## src/rtl/bpac_ram.sv

```systemverilog
`timescale 1ns / 1ps
`default_nettype none

module bpac_ram #(
  parameter int WIDTH = 32,
  parameter int DEPTH = 64,
  parameter int AW    = (DEPTH > 1) ? $clog2(DEPTH) : 1
) (
  input  wire logic             clk,
  input  wire logic             we,
  input  wire logic [AW-1:0]    waddr,
  input  wire logic [WIDTH-1:0] wdata,
  input  wire logic [AW-1:0]    raddr,
  output logic      [WIDTH-1:0] rdata
);

  logic [WIDTH-1:0] mem [DEPTH];
  logic [WIDTH-1:0] rdata_r;

  // one write port, registered read port
  always_ff @(posedge clk) begin
    if (we) begin
      mem[waddr] <= wdata;
    end
    rdata_r <= mem[raddr];
  end

  assign rdata = rdata_r;

endmodule

`default_nettype wire

```

## config.mk

```make
export PLATFORM = sky130hd
export DESIGN_NAME = bpac_ram
export DESIGN_NICKNAME = d
export VERILOG_FILES = /design/src/rtl/bpac_ram.sv
export SDC_FILE = /design/constraint.sdc
export NUM_CORES = 2
export LEC_CHECK = 0
export CAP_MARGIN = 20
export CORE_ASPECT_RATIO = 1.25
export CORE_MARGIN = 2
export CORE_UTILIZATION = 58
export CTS_BUF_LIST = sky130_fd_sc_hd__clkbuf_16
export DETAILED_ROUTE_END_ITERATION = 12
export DONT_BUFFER_PORTS = 1
export GPL_TIMING_DRIVEN = 0
export PLACE_DENSITY = 0.71
export SYNTH_ARGS = -nofsm -noshare
export SYNTH_HDL_FRONTEND = slang
export SYNTH_SLANG_ARGS = --single-unit
export TNS_END_PERCENT = 1
```

## constraint.sdc

```tcl
create_clock -name clk -period 4.12 [get_ports clk]
set_clock_uncertainty 0.15 [all_clocks]
set_input_delay 0.412 -clock clk [delete_from_list [all_inputs] [get_ports clk]]
set_output_delay 0.412 -clock clk [all_outputs]
set_load 0.05 [all_outputs]
```

---- Word level (Yosys, flattened, before mapping) ----
Memory sizes are Yosys's and may differ from the RTL's. A register that Yosys moved wholly into a read port is not among the register bits.
Index checks and enable logic that the tools add are counted.
word-level totals
  register bits after elaboration ......... 0
  memory bits (writable) .................. 2048
  word-level logic and storage cells ...... 3
  memories ................................ 1
operators by class
  multiplexer cells ....................... 2
memories
  memory  words  width  rd ports  clocked after Yosys merged registers in  write ports  RTL line  text
  mem     64     32     1         1                                        1            17        logic [WIDTH-1:0] mem [DEPTH];
operators with widths
  cell               number
  two-way mux 1 bit  2

---- Longest topological paths before layout ----
  depth in word-level cells ............... 2
  mapped depth ............................ 10
  depth with buffers taken out ............ 5

---- Worst setup path before layout ----
OpenSTA, ideal clock, no wires.
  kind .................................... input -> register
  start point ............................. input port waddr[3]
  end point ............................... memory mem[48][0], enable pin
  data arrival time ....................... 3111 ps
  data required time ...................... 3509 ps
  path slack .............................. 398 ps
  stages on the path ...................... 4
  path through ............................ clkbuf_1 -> nor2b_1 -> nand4b_1 -> nor3_1
RTL lines
  element          RTL line  text
  start, declared  11        input wire logic [AW-1:0] waddr,
  end, declared    17
No word-level cell before the write port.

==> impl_metrics.json <==
{
  "status": "complete, no violations",
  "synth_edf_count": 2048,
  "via_per_inst": 7.12,
  "intPower_w": 0.0335,
  "core_um2": 134000,
  "start_kind": "primary input",
  "r2r-end": "rdata[13]",
  "drv_cap": 0,
  "slew_violations": 0,
  "ys_types": 34,
  "timing.slew.headroom_pct": 16.6,
  "die-width_um": 333,
  "cts_buffers": 184,
  "postCtsSetupBuffers": 0,
  "min_period_ns": 3.90,
  "dp_hpwl_mm": 146,
  "placed_cells": 5150,
  "groute.usage.overall_pct": 33.6,
  "pin_count": 78,
  "post-route-period-util_pct": 94.6,
  "drcViolationCount": 0,
  "powerDensity_nw_per_um2": 478,
  "setup_viol": 0,
  "worstPathRequired_ns": 4.59,
  "clock_path_buffers": 3,
  "power_w": 0.0430,
  "max-vdd-ir-drop_v": 0.000521,
  "grt_pass1_wl_mm": 311,
  "die_height_um": 415,
  "gr-usage-met3_pct": 9.02,
  "grt_antenna_before_repair": 25,
  "met1_usage_pct": 42.8,
  "swShare_pct": 22.0,
  "clk_latency_ns": 0.84,
  "fmax_mhz": 257,
  "grt_setup_unrepaired": "false",
  "drt-pass1-iter-count": 6,
  "ys_async_sr_fraction_pct": 0,
  "ant_nets": 0,
  "crit_chain": "buf_2 > clkbuf_1 > clkbuf_1 > mux4_2 > mux4_2 > o22ai_1 > nor2_1",
  "r2r_cells": 4,
  "portBuffers": 0,
  "synth_fp_nets": 3370,
  "layout_commonest_cell": "edfxtp_1",
  "endpoint_kind": "flop",
  "leakage_nw": 28.1,
  "netlist_instances": 3324,
  "ys_ff_latch": 2080,
  "synth_flop_cell": "edfxtp_1",
  "cts_tree": "done",
  "synthToLayoutAreaGrowth_pct": 14.3,
  "p_comb_share_pct": 5.9,
  "reg2reg_slack_ns": 1.19,
  "ys_seq_area_share_pct": 79.1,
  "netSwitchingPower_w": 0.00947,
  "drive_above_1_share_pct": 28.0,
  "dieArea_um2": 138000,
  "vias": 39600,
  "grt.busiest_layer": "met2",
  "overflow": 0,
  "final_cell_mix": "2048 x edfxtp_1, 544 x mux4_2, 191 x clkbuf_16",
  "crit_type": "primary input to flop",
  "r2r-start": "mem[20][13]",
  "start_util_pct": 58.6,
  "min_from": "raddr[4]",
  "rows": 150,
  "grt_pass1_vias": 39300,
  "worstMarginPinSlew_ns": 1.25,
  "avgSynthCellArea_um2": 23.6,
  "max_stage_delay_ns": 0.94,
  "cts-root-buf": "clkbuf_16",
  "seqPwrFrac_pct": 55.0,
  "grt_use_met2_pct": 52.6,
  "power_frac_clock_pct": 39.1,
  "grt_max_degree": 65,
  "hold_class": "primary input to flop",
  "worst-path-max-fanout": 10,
  "syn_area_um2": 78500,
  "htree_levels": 4,
  "finalWirelength_mm": 229,
  "place_congestion": 0.987,
  "min_to": "rdata[0]",
  "clock_sinks": 2080,
  "wire_per_inst_um": 41.1,
  "cp_slowest_cell": "clkbuf_1",
  "hold_viol_final": 0,
  "instances_no_fill": 5567,
  "finalNetCount": 3701,
  "dr.first_iter.drc_count": 6547,
  "arrival_ns": 4.36,
  "clkTransAtPathRegs_ns": 0.07,
  "yosys_warnings": 0,
  "hold_depth": 5
}
## cells by family after synthesis
kind of cell           Yosys count  share of synthesized area (%)
buffers and inverters          182                           1.13
AO/OA/AOI/OAI                  202                           1.67
flip-flops                    2080                           79.1
multiplexers                   637                           16.8
AND/OR/NAND/NOR                223                           1.27
## how the worst max path moves through the flow
| stage | from | endpoint | slack, ns | cells past startpoint |
|---|---|---|---|---|
| CTS | raddr[1] | rdata[6] | 0.54 | 9 |
| floorplan | waddr[3] | mem[48][0] | 0.40 | 4 |
| global route | raddr[1] | rdata[19] | 0.39 | 7 |
| finish | raddr[1] | rdata[15] | 0.22 | 7 |
| global placement | waddr[3] | mem[48][11] | -2.79 | 4 |
| detailed placement | raddr[1] | rdata[6] | -0.34 | 9 |
## repair_timing
item,CTS,global route
endpoints found under the hold margin,2051,0
hold buffers,65,0
endpoints found under the setup margin,0,0
gates resized for setup,0,0
## Yosys cell counts (all sizes together), types with 15 or more instances
| master | number | area share [%] |
|---|---|---|
| mux4 | 544 | 16 |
| dfxtp | 32 | 0.82 |
| nor2 | 137 | 0.65 |
| clkbuf | 74 | 0.35 |
| a21oi | 62 | 0.40 |
| o22ai | 84 | 0.67 |
| nor2b | 15 | 0.12 |
| buf | 108 | 0.77 |
| mux2i | 93 | 1.2 |
| nand2 | 26 | 0.12 |
| edfxtp | 2048 | 78 |
| o221ai | 27 | 0.30 |
## layer usage
metal / share of wire (%) / routed length, µm
met3: 12 / 27600
met5: 0.076 / 175
met1: 33 / 75300
met2: 48 / 110000
met4: 7.1 / 16200
## critical path, delay by kind of cell
family | cells | cell delay [ns]
AO/OA/AOI/OAI | 1 | 0.82
buffers and inverters | 3 | 1.77
multiplexers | 2 | 1.02
AND/OR/NAND/NOR | 1 | 0.32
## area by class of cell
class / count / area [µm²]
sequential: 2080 / 62100
fill: 8194 / 44200
multi-input combinational: 1062 / 16000
clock buffer: 191 / 4780
timing repair buffer: 145 / 2720
tap: 1748 / 2190
clock inverter: 150 / 1060
buffer: 182 / 887
antenna: 9 / 22.5
## registers in the layout, summed over array words and instances (netlist names)
name / cells
mem: 2048
rdata: 32
## through the flow
stage               setup slack, ns  hold slack, ns  setup TNS (ns)  cell area [µm²]  utilization, %
floorplan                     0.398           0.361               0            78500               -
global placement              -2.79           0.366        -1996.17            80700            60.2
detailed placement           -0.337           0.364           -3.61            82700            61.7
CTS                           0.538          0.0886               0            89700            66.9
global route                  0.391           0.169               0            89700            67.0
finish                        0.222           0.190               0            89800            67.0
## power by group through the flow
stage               combinational [W]  clock (W)  sequential (W)
finish                        0.00252     0.0168          0.0236
global route                  0.00256     0.0176          0.0236
CTS                           0.00246     0.0168          0.0236
detailed placement            0.00197          0          0.0241
global placement              0.00189          0          0.0241
floorplan                     0.00114          0          0.0241
Note: power is estimated with default switching activity, not from simulation.
