$ cat src/rtl/bpac_pkg.sv
`timescale 1ns / 1ps
`default_nettype none

package bpac_pkg;

  // fixed field widths
  localparam int IDX_W      = 12;
  localparam int SCORE_W    = 16;
  localparam int FRAC_W     = 8;
  localparam int CUT_W      = 7;
  localparam int TOPK_W     = 16;
  localparam int CNT_W      = 32;
  localparam int CFG_DATA_W = 16;
  localparam int CFG_IDX_W  = 1;

  localparam logic [CNT_W-1:0]  CNT_MAX     = '1;
  localparam logic [TOPK_W-1:0] TOP_K_RESET = 16'd100;

  // input item
  typedef struct packed {
    logic [IDX_W-1:0]   first_index;
    logic [IDX_W-1:0]   second_index;
    logic [SCORE_W-1:0] pair_score;
  } in_item_t;

  // result item
  typedef struct packed {
    logic             improved;
    logic [CUT_W-1:0] cutoff_now;
  } out_item_t;

  // configuration register indexes
  typedef enum logic [CFG_IDX_W-1:0] {
    REG_TOP_K        = 1'b0,
    REG_START_CUTOFF = 1'b1
  } cfg_reg_t;

  // sequencer states
  typedef enum logic [3:0] {
    ST_CLEAR,
    ST_IDLE,
    ST_RB_RD,
    ST_RB_WR,
    ST_H_RD,
    ST_H_WR,
    ST_A_RD,
    ST_A_WR,
    ST_B_RD,
    ST_B_WR,
    ST_DONE
  } seq_state_t;

  // shared unit request and response
  typedef struct packed {
    logic [CNT_W-1:0] add_a;
    logic [CNT_W-1:0] add_b;
    logic [CNT_W-1:0] cmp_a;
    logic [CNT_W-1:0] cmp_b;
  } alu_req_t;

  typedef struct packed {
    logic [CNT_W-1:0] sum;
    logic             gt;
  } alu_rsp_t;

endpackage

`default_nettype wire

$ cat src/rtl/bpac_alu.sv
`timescale 1ns / 1ps
`default_nettype none

module bpac_alu
  import bpac_pkg::*;
(
  input  wire alu_req_t req,
  output alu_rsp_t      rsp
);

  logic [CNT_W:0] raw_sum;

  // saturating add and greater-than compare
  always_comb begin
    raw_sum = {1'b0, req.add_a} + {1'b0, req.add_b};
    rsp.sum = raw_sum[CNT_W] ? CNT_MAX : raw_sum[CNT_W-1:0];
    rsp.gt  = req.cmp_a > req.cmp_b;
  end

endmodule

`default_nettype wire

$ cat config.mk
export PLATFORM = sky130hd
export DESIGN_NAME = bpac_alu
export DESIGN_NICKNAME = d
export VERILOG_FILES = /design/src/rtl/bpac_pkg.sv /design/src/rtl/bpac_alu.sv
export SDC_FILE = /design/constraint.sdc
export NUM_CORES = 1
export LEC_CHECK = 0
export BUFFER_PORTS_ARGS = -buffer_cell sky130_fd_sc_hd__buf_2
export CAP_MARGIN = 20
export CORE_MARGIN = 3
export CORE_UTILIZATION = 47
export DETAILED_ROUTE_END_ITERATION = 10
export PLACE_DENSITY = 0.94
export SLEW_MARGIN = 20
export SYNTH_ARGS = -nofsm -noshare
export SYNTH_HDL_FRONTEND = slang
export SYNTH_SLANG_ARGS = --single-unit
$ cat constraint.sdc
create_clock -name vclk -period 3.6
set_input_delay 0.36 -clock vclk [all_inputs]
set_output_delay 0.36 -clock vclk [all_outputs]
set_load 0.01 [all_outputs]
* Word-level counts from Yosys, hierarchy flattened
Index checks and enable logic that the tools add are counted.
** Operators by class
- $add $sub $neg :: 1
- Multiply operators :: 0
- Divide/modulo/power cells :: 0
- $lt $le $gt $ge :: 1
- Equal/unequal tests :: 0
- Shifts and indexed selects :: 0
- Muxes and demuxes :: 1
- Bitwise gates (word level) :: 0
- Reduce and logical (&&, ||, !) cells :: 0
** Operators by type and width (number)
- 32-bit by 32-bit adder with 33-bit output :: 1
- 32-bit greater-than comparator :: 1
- 32-bit two-way mux :: 1
** Word-level totals
- Flip-flop bits (word level) :: 0
- Latch bits :: 0
- RAM bits :: 0
- ROM bits :: 0
- Input bits :: 128
- Output and inout bits :: 33
- Logic and storage cells :: 3
- Memories :: 0

* Logic depth before layout (Yosys ltp)
Gate-level depths: netlist of run 1.
- Word-level depth :: 2
- Gate-level depth with buffers :: 11
- Gate-level depth less buffers :: 10

* Least setup slack after synthesis of run 1
No wires, ideal clock.
- Kind :: input port to output port
- Start :: in req[64] (netlist bit)
- End :: out rsp[11] (netlist bit)
- Data arrival time :: 2.423 ns
- Required time :: 3.240 ns
- Path slack :: 0.817 ns
- Stages on the path :: 11
- Path buffers :: 2
- Cell sequence :: ha_1 > fa_1 > a211oi_2 > o21ai_0 > a211oi_1 > nor3_1 > o21ai_1 > a21o_1 > buf_2 > buf_4 > nand2_1
** RTL lines
- from (decl) :: RTL line bpac_alu.sv:7 : input wire alu_req_t req,
- to (decl) :: RTL line bpac_alu.sv:8 : output alu_rsp_t rsp

==> results of run 1 <==
==> kinds of logic after synthesis <==
family / share of synthesized area, %
AOI/OAI and AO/OA: 32.3
and+or+nand+nor: 23.4
adders and majority gates: 29.3
buffers and inverters: 6.87
xor gates and xnor gates: 7.81
muxes: 0.357
==> final timing paths <==
| kind | start | cells after the start | slack, ns | to |
|---|---|---|---|---|
| setup / recovery | req[64] | 12 | 0.34 | rsp[9] |
| hold / removal | req[96] | 4 | 1.12 | rsp[1] |
==> per-stage QoR <==
stage          std cells  worst slack [ns]  instance area [µm²]  total power [mW]
2_1_floorplan        396             0.817                 2810             0.450
3_3_place_gp         620             0.411                 3660             0.666
3_5_place_dp         620             0.334                 3660             0.684
4_1_cts              620             0.320                 3660             0.689
5_1_grt              620            0.0564                 3660             0.771
6_report             620             0.340                 3660             0.692
==> report_power, final <==
group | switching [mW] | leakage (nW) | internal, mW
combinational | 0.376 | 2.18 | 0.316
clock | 0 | 0 | 0
sequential | 0 | 0 | 0
==> tightest hold or removal path, delay by kind of cell <==
kind                       cells  cell delay, ns
and+or+nand+nor                1            0.09
buffers and inverters          2            0.20
adders and majority gates      1            0.12
==> cell usage in the layout (no fill, tap or decap), types with 3 or more instances in the layout <==
master and instances:
nor2_1 26, xnor2_1 8, nand4_1 13, and3_1 5, inv_1 35, a21o_1 38
a21oi_1 35, nor2b_1 7, nand3_1 8, buf_2 161, a211oi_1 3, o21ai_0 17
nor3_1 6, xor2_1 17, nand2_1 44, nand2b_1 5, o21a_1 6, o21ai_1 3
ha_1 64, a31oi_1 3, a211o_1 3
==> layer usage <==
| metal | GRT usage, % | routed length (µm) | vias to the layer above |
|---|---|---|---|
| met5 | 0 | 0 | - |
| met4 | 5.05 | 167 | 0 |
| met3 | 2.08 | 580 | 20 |
| met2 | 46.2 | 4380 | 150 |
| met1 | 27.1 | 3480 | 1534 |
| li1 | - | - | 1752 |
==> area by class of cell <==
| class | count | share of cell area, % |
|---|---|---|
| inverters | 35 | 3.59 |
| well taps | 72 | 2.46 |
| multi-input cells | 351 | 71.4 |
| repair buffers | 162 | 22.6 |
==> metrics.md, run 1 <==
| Metric | Value |
|---|---|
| Status | complete, no violations |
| Slew @ Worst Pin | between 0.4 and 0.5 ns |
| Row count | 27 |
| Startpoint Class | input port |
| I/O Buffers | between 150 and 200 |
| DIE AREA | 6930 µm² |
| Fin util | 64.9% |
| Num sequential | 0 |
| Inserted Diodes | 0 |
| Worst hold slack | between 1 and 1.5 ns |
| Worst rel slew slack | a little under three quarters |
| Top-count cell post-synth | ha_1 |
| Leakage | 2.18 nW |
| Crit path max-delay family | compound AO/OA/AOI/OAI gates |
| Gr usage total | 23.5% |
| Crit-path cells | buf_2 > ha_1 > fa_1 > a211oi_2 > o21ai_0 > a211oi_1 > nor3_1 > o21ai_1 > a21o_1 > buf_12 > o21ai_0 > buf_2 |
| Core ar. | roughly 5600 µm² |
| Hold buffer count at cts | 0 |
| IO Count | approximately 160 |
| Post-CTS Resized | 0 |
| Syn avg cell area | approximately 7.1 µm² |
| Drt pass-1 iters | 4 |
| Synth area leaders | ha_1 (29%), a21o_1 (10%), a21oi_1 (6.2%) |
| Crit path buf inv count | 3 |
| Vias in the first global route | 3456 |
| Crit-path max FO | 21 |
| Tcrit/Tclk final | 90.5% |
| Achievable Freq | around 300 MHz |
| Post-Synthesis Cells | 396 |
| Post-CTS setup buffers | 0 |
| Detailed placement HPWL | about 7700 µm |
| Crit Path Class | in2out |
| Sequential area share after synthesis | 0% |
| Area growth syn-to-layout | 30.5% |
| Syn_nets | around 590 |
| RSZ-0062 raised after global routing | false |
| Detail Route Antenna Nets | 0 |
| Mapped Area | roughly 2800 µm² |
| Clock Buffer Count | 0 |
| Share of the synthesized area in the top cell type | between 20 and 30% |
| Vias per inst | 5.57 |
| Layout cells sized above 1 | ~33% |
| Die extent in x | ~83 µm |
| Ys Warns | 0 |
| WP data required | around 3.2 ns |
| Hold crit path type | in2out |
| Die Ht | around 83 µm |
| Worst EP arrival | between 2 and 3 ns |
| Via count of the routed design | ~3500 |
| Multi-input combinational cell area | about 2600 µm² |
| Post-layout min period | approximately 3.3 ns |
| Global-route wire length before repair | approximately 14000 µm |
| Drt total wl | approximately 8600 µm |
| Initial cell density of the core | between 40% and 50% |
| Post-synth top cells | ha_1 (64), nand2_1 (44), a21o_1 (38), a21oi_1 (35), inv_1 (35) |
| Worst setup EP type | primary output |
| Yosys top cell by area | ha_1 |
| Drt initial violations | 157 |
| Residual DRC | 0 |
| Largest net degree at the start of global routing | 22 |
| Cell Pwr Density | between 150 and 200 nW/µm² |
| Grt ovf | 0 |
| # fillers | 490 |
| Pins Over Slew Limit | 0 |
| Initial antenna violation count | 0 |
| Register area | 0 µm² |
| Avg WL per Cell | around 14 µm |
| Peak supply drop | 0.128 mV |
| Setup violators final | 0 |
| Cell variety after synth | between 50 and 60 |
| Worst path slowest cell | fa_1 |
| Fin nets | roughly 740 |
| Number of max-cap violations | 0 |
| Delay of the slowest critical-path stage | about 0.42 ns |
| Setup total negative slack | 0 ns |
| Placer Congestion | approximately 0.94 |
| Endpoints failing hold | 0 |
No activity file was read; power rests on OpenSTA's default activity.
==> inputs of run 2 (changes only) <==
--- a/config.mk
+++ b/config.mk
@@ -10,7 +10,7 @@
 export CORE_MARGIN = 3
 export CORE_UTILIZATION = 47
 export DETAILED_ROUTE_END_ITERATION = 10
-export PLACE_DENSITY = 0.94
+export PLACE_DENSITY = 0.95
 export SLEW_MARGIN = 20
 export SYNTH_ARGS = -nofsm -noshare
 export SYNTH_HDL_FRONTEND = slang
==> metrics.md, run 2 (same netlist as run 1, synthesis figures left out) <==
| Metric | Value |
|---|---|
| Tot Pwr | 0.697 mW (+0.62%) |
| Delay of the slowest critical-path stage | 0.42 ns (about the same) |
| Drt initial violations | 150 (-4.5%) |
| Detailed placement HPWL | 7840 µm (+2.4%) |
| Area growth syn-to-layout | 30.5% (unchanged) |
| Achievable Freq | 310 MHz (+0.91%) |
| Via count of the routed design | 3552 (+2.8%) |
| Crit-path cells | buf_2 > ha_1 > fa_1 > a211oi_2 > nand4bb_1 > a21oi_1 > o31ai_4 > o211ai_1 > a31oi_1 > xor2_1 > nand2_1 > buf_2 |
| Post-layout min period | 3.23 ns (-0.0292 ns) |
| Peak supply drop | 0.146 mV (+14%) |
| Fin nets | 743 (unchanged) |
| Largest net degree at the start of global routing | 24 (+9.1%) |
| Num sequential | 0 (unchanged) |
| Die Ht | 83.3 µm (unchanged) |
| Avg WL per Cell | 14.3 µm (+2.9%) |
| DIE AREA | 6930 µm² (unchanged) |
| Initial antenna violation count | 0 (unchanged) |
| Crit. Startpoint | req[64] |
| Number of max-cap violations | 0 (unchanged) |
| Pins Over Slew Limit | 0 (unchanged) |
| Most frequent cells in the layout | buf_2 (161), ha_1 (64), nand2_1 (44) |
| Most common cell after layout, fill and taps aside | buf_2 |
| Drt pass-1 iters | 4 (unchanged) |
| Grt peak-use layer | met2 |
| Most frequent cell on the critical path | buf_2 |
| Clock Buffer Count | 0 (unchanged) |
| Grt ovf | 0 (unchanged) |
| Residual DRC | 0 (unchanged) |
| Post-CTS Resized | 0 (unchanged) |
| Worst EP arrival | 2.87 ns (-0.03 ns) |
| Endpoints failing hold | 0 (unchanged) |
| Register area | 0 µm² (unchanged) |
| IO Count | 161 (unchanged) |
| Post-CTS setup buffers | 0 (unchanged) |
| Worst rel slew slack | 70.7% (-0.41 points) |
| Crit-path max FO | 4 (-81%) |
| Worst setup EP type | primary output |
| Hold crit path type | in2out |
| Worst path slowest cell | fa_1 |
| Tcrit/Tclk final | 89.7% (-0.81 points) |
| Met3 usage | 2.58% (+0.50 points) |
| Die extent in x | 83.3 µm (unchanged) |
| WP data required | 3.24 ns (about the same) |
| I/O Buffers | 161 (unchanged) |
| Inserted Diodes | 0 (unchanged) |
| Hold buffer count at cts | 0 (unchanged) |
| Setup total negative slack | 0 ns (unchanged) |
| Core ar. | 5640 µm² (unchanged) |
| Startpoint Class | input port |
| GRT met1 Usage | 26.5% (-0.59 points) |
| Status | complete, no violations |
| Vias per inst | 5.73 (+2.8%) |
| Cell Pwr Density | 190 nW/µm² (+0.62%) |
| Vias in the first global route | 3530 (+2.1%) |
| Leakage | 2.18 nW (unchanged) |
| Drt total wl | 8870 µm (+2.9%) |
| Initial cell density of the core | 49.7% (unchanged) |
| Setup violators final | 0 (unchanged) |
| Layout cells sized above 1 | 32.7% (unchanged) |
| Gr usage total | 23.9% (+0.35 points) |
| Global-route wire length before repair | 14700 µm (+1.6%) |
| Row count | 27 (unchanged) |
| Hold Startpoint | req[96] |
| RSZ-0062 raised after global routing | false |
| Slew @ Worst Pin | 0.435 ns (+0.00608 ns) |
| Placer Congestion | 0.905 (-3.3%) |
| Met2 Usage GRT | 47.5% (+1.3 points) |
| Crit Path Class | in2out |
| Detail Route Antenna Nets | 0 (unchanged) |
## run 2: cell counts in the layout (fill, tap and decap cells not counted)
No cell type changed its count.
## run 2: area by class of cell
type,count,area [µm²]
fillers,488,1980
inverters,35,131
multi-input cells,351,2610
well taps,72,90.1
repair buffers,162,826
## run 2: routing by layer
metal / part of all wire (%) / vias to the layer above
met5: 0 / -
met4: 2.6 / 0
met3: 7.4 / 24
met2: 52 / 160
met1: 38 / 1614
li1: - / 1754
## run 2: worst paths after layout
kind	endpoint	slack, ns	depth (start not counted)
max	rsp[31]	0.37	12
min	rsp[1]	1.10	4
## run 2: worst max-delay path, delay by kind of cell
kind / cells / cell delay (ns)
fa+ha+maj: 2 / 0.64
simple gates: 2 / 0.27
xor+xnor: 1 / 0.19
compound gates: 5 / 1.19
buf+inv: 2 / 0.23
## run 2: power by group
group          total [mW]  switching (mW)  internal [mW]
combinational       0.697           0.380          0.317
clock                   0               0              0
sequential              0               0              0
## run 2: per-stage QoR
| step | area (µm²) | setup WS, ns | utilization (%) | hold slack (ns) | instances |
|---|---|---|---|---|---|
| global route | 3660 | 0.102 | 64.9 | 1.16 | 620 |
| CTS | 3660 | 0.370 | 64.9 | 1.11 | 620 |
| finish | 3660 | 0.370 | 64.9 | 1.10 | 620 |
| global placement | 3660 | 0.442 | 64.9 | 1.09 | 620 |
| floorplan | 2810 | 0.817 | - | 0.942 | 396 |
| detailed placement | 3660 | 0.381 | 64.9 | 1.11 | 620 |
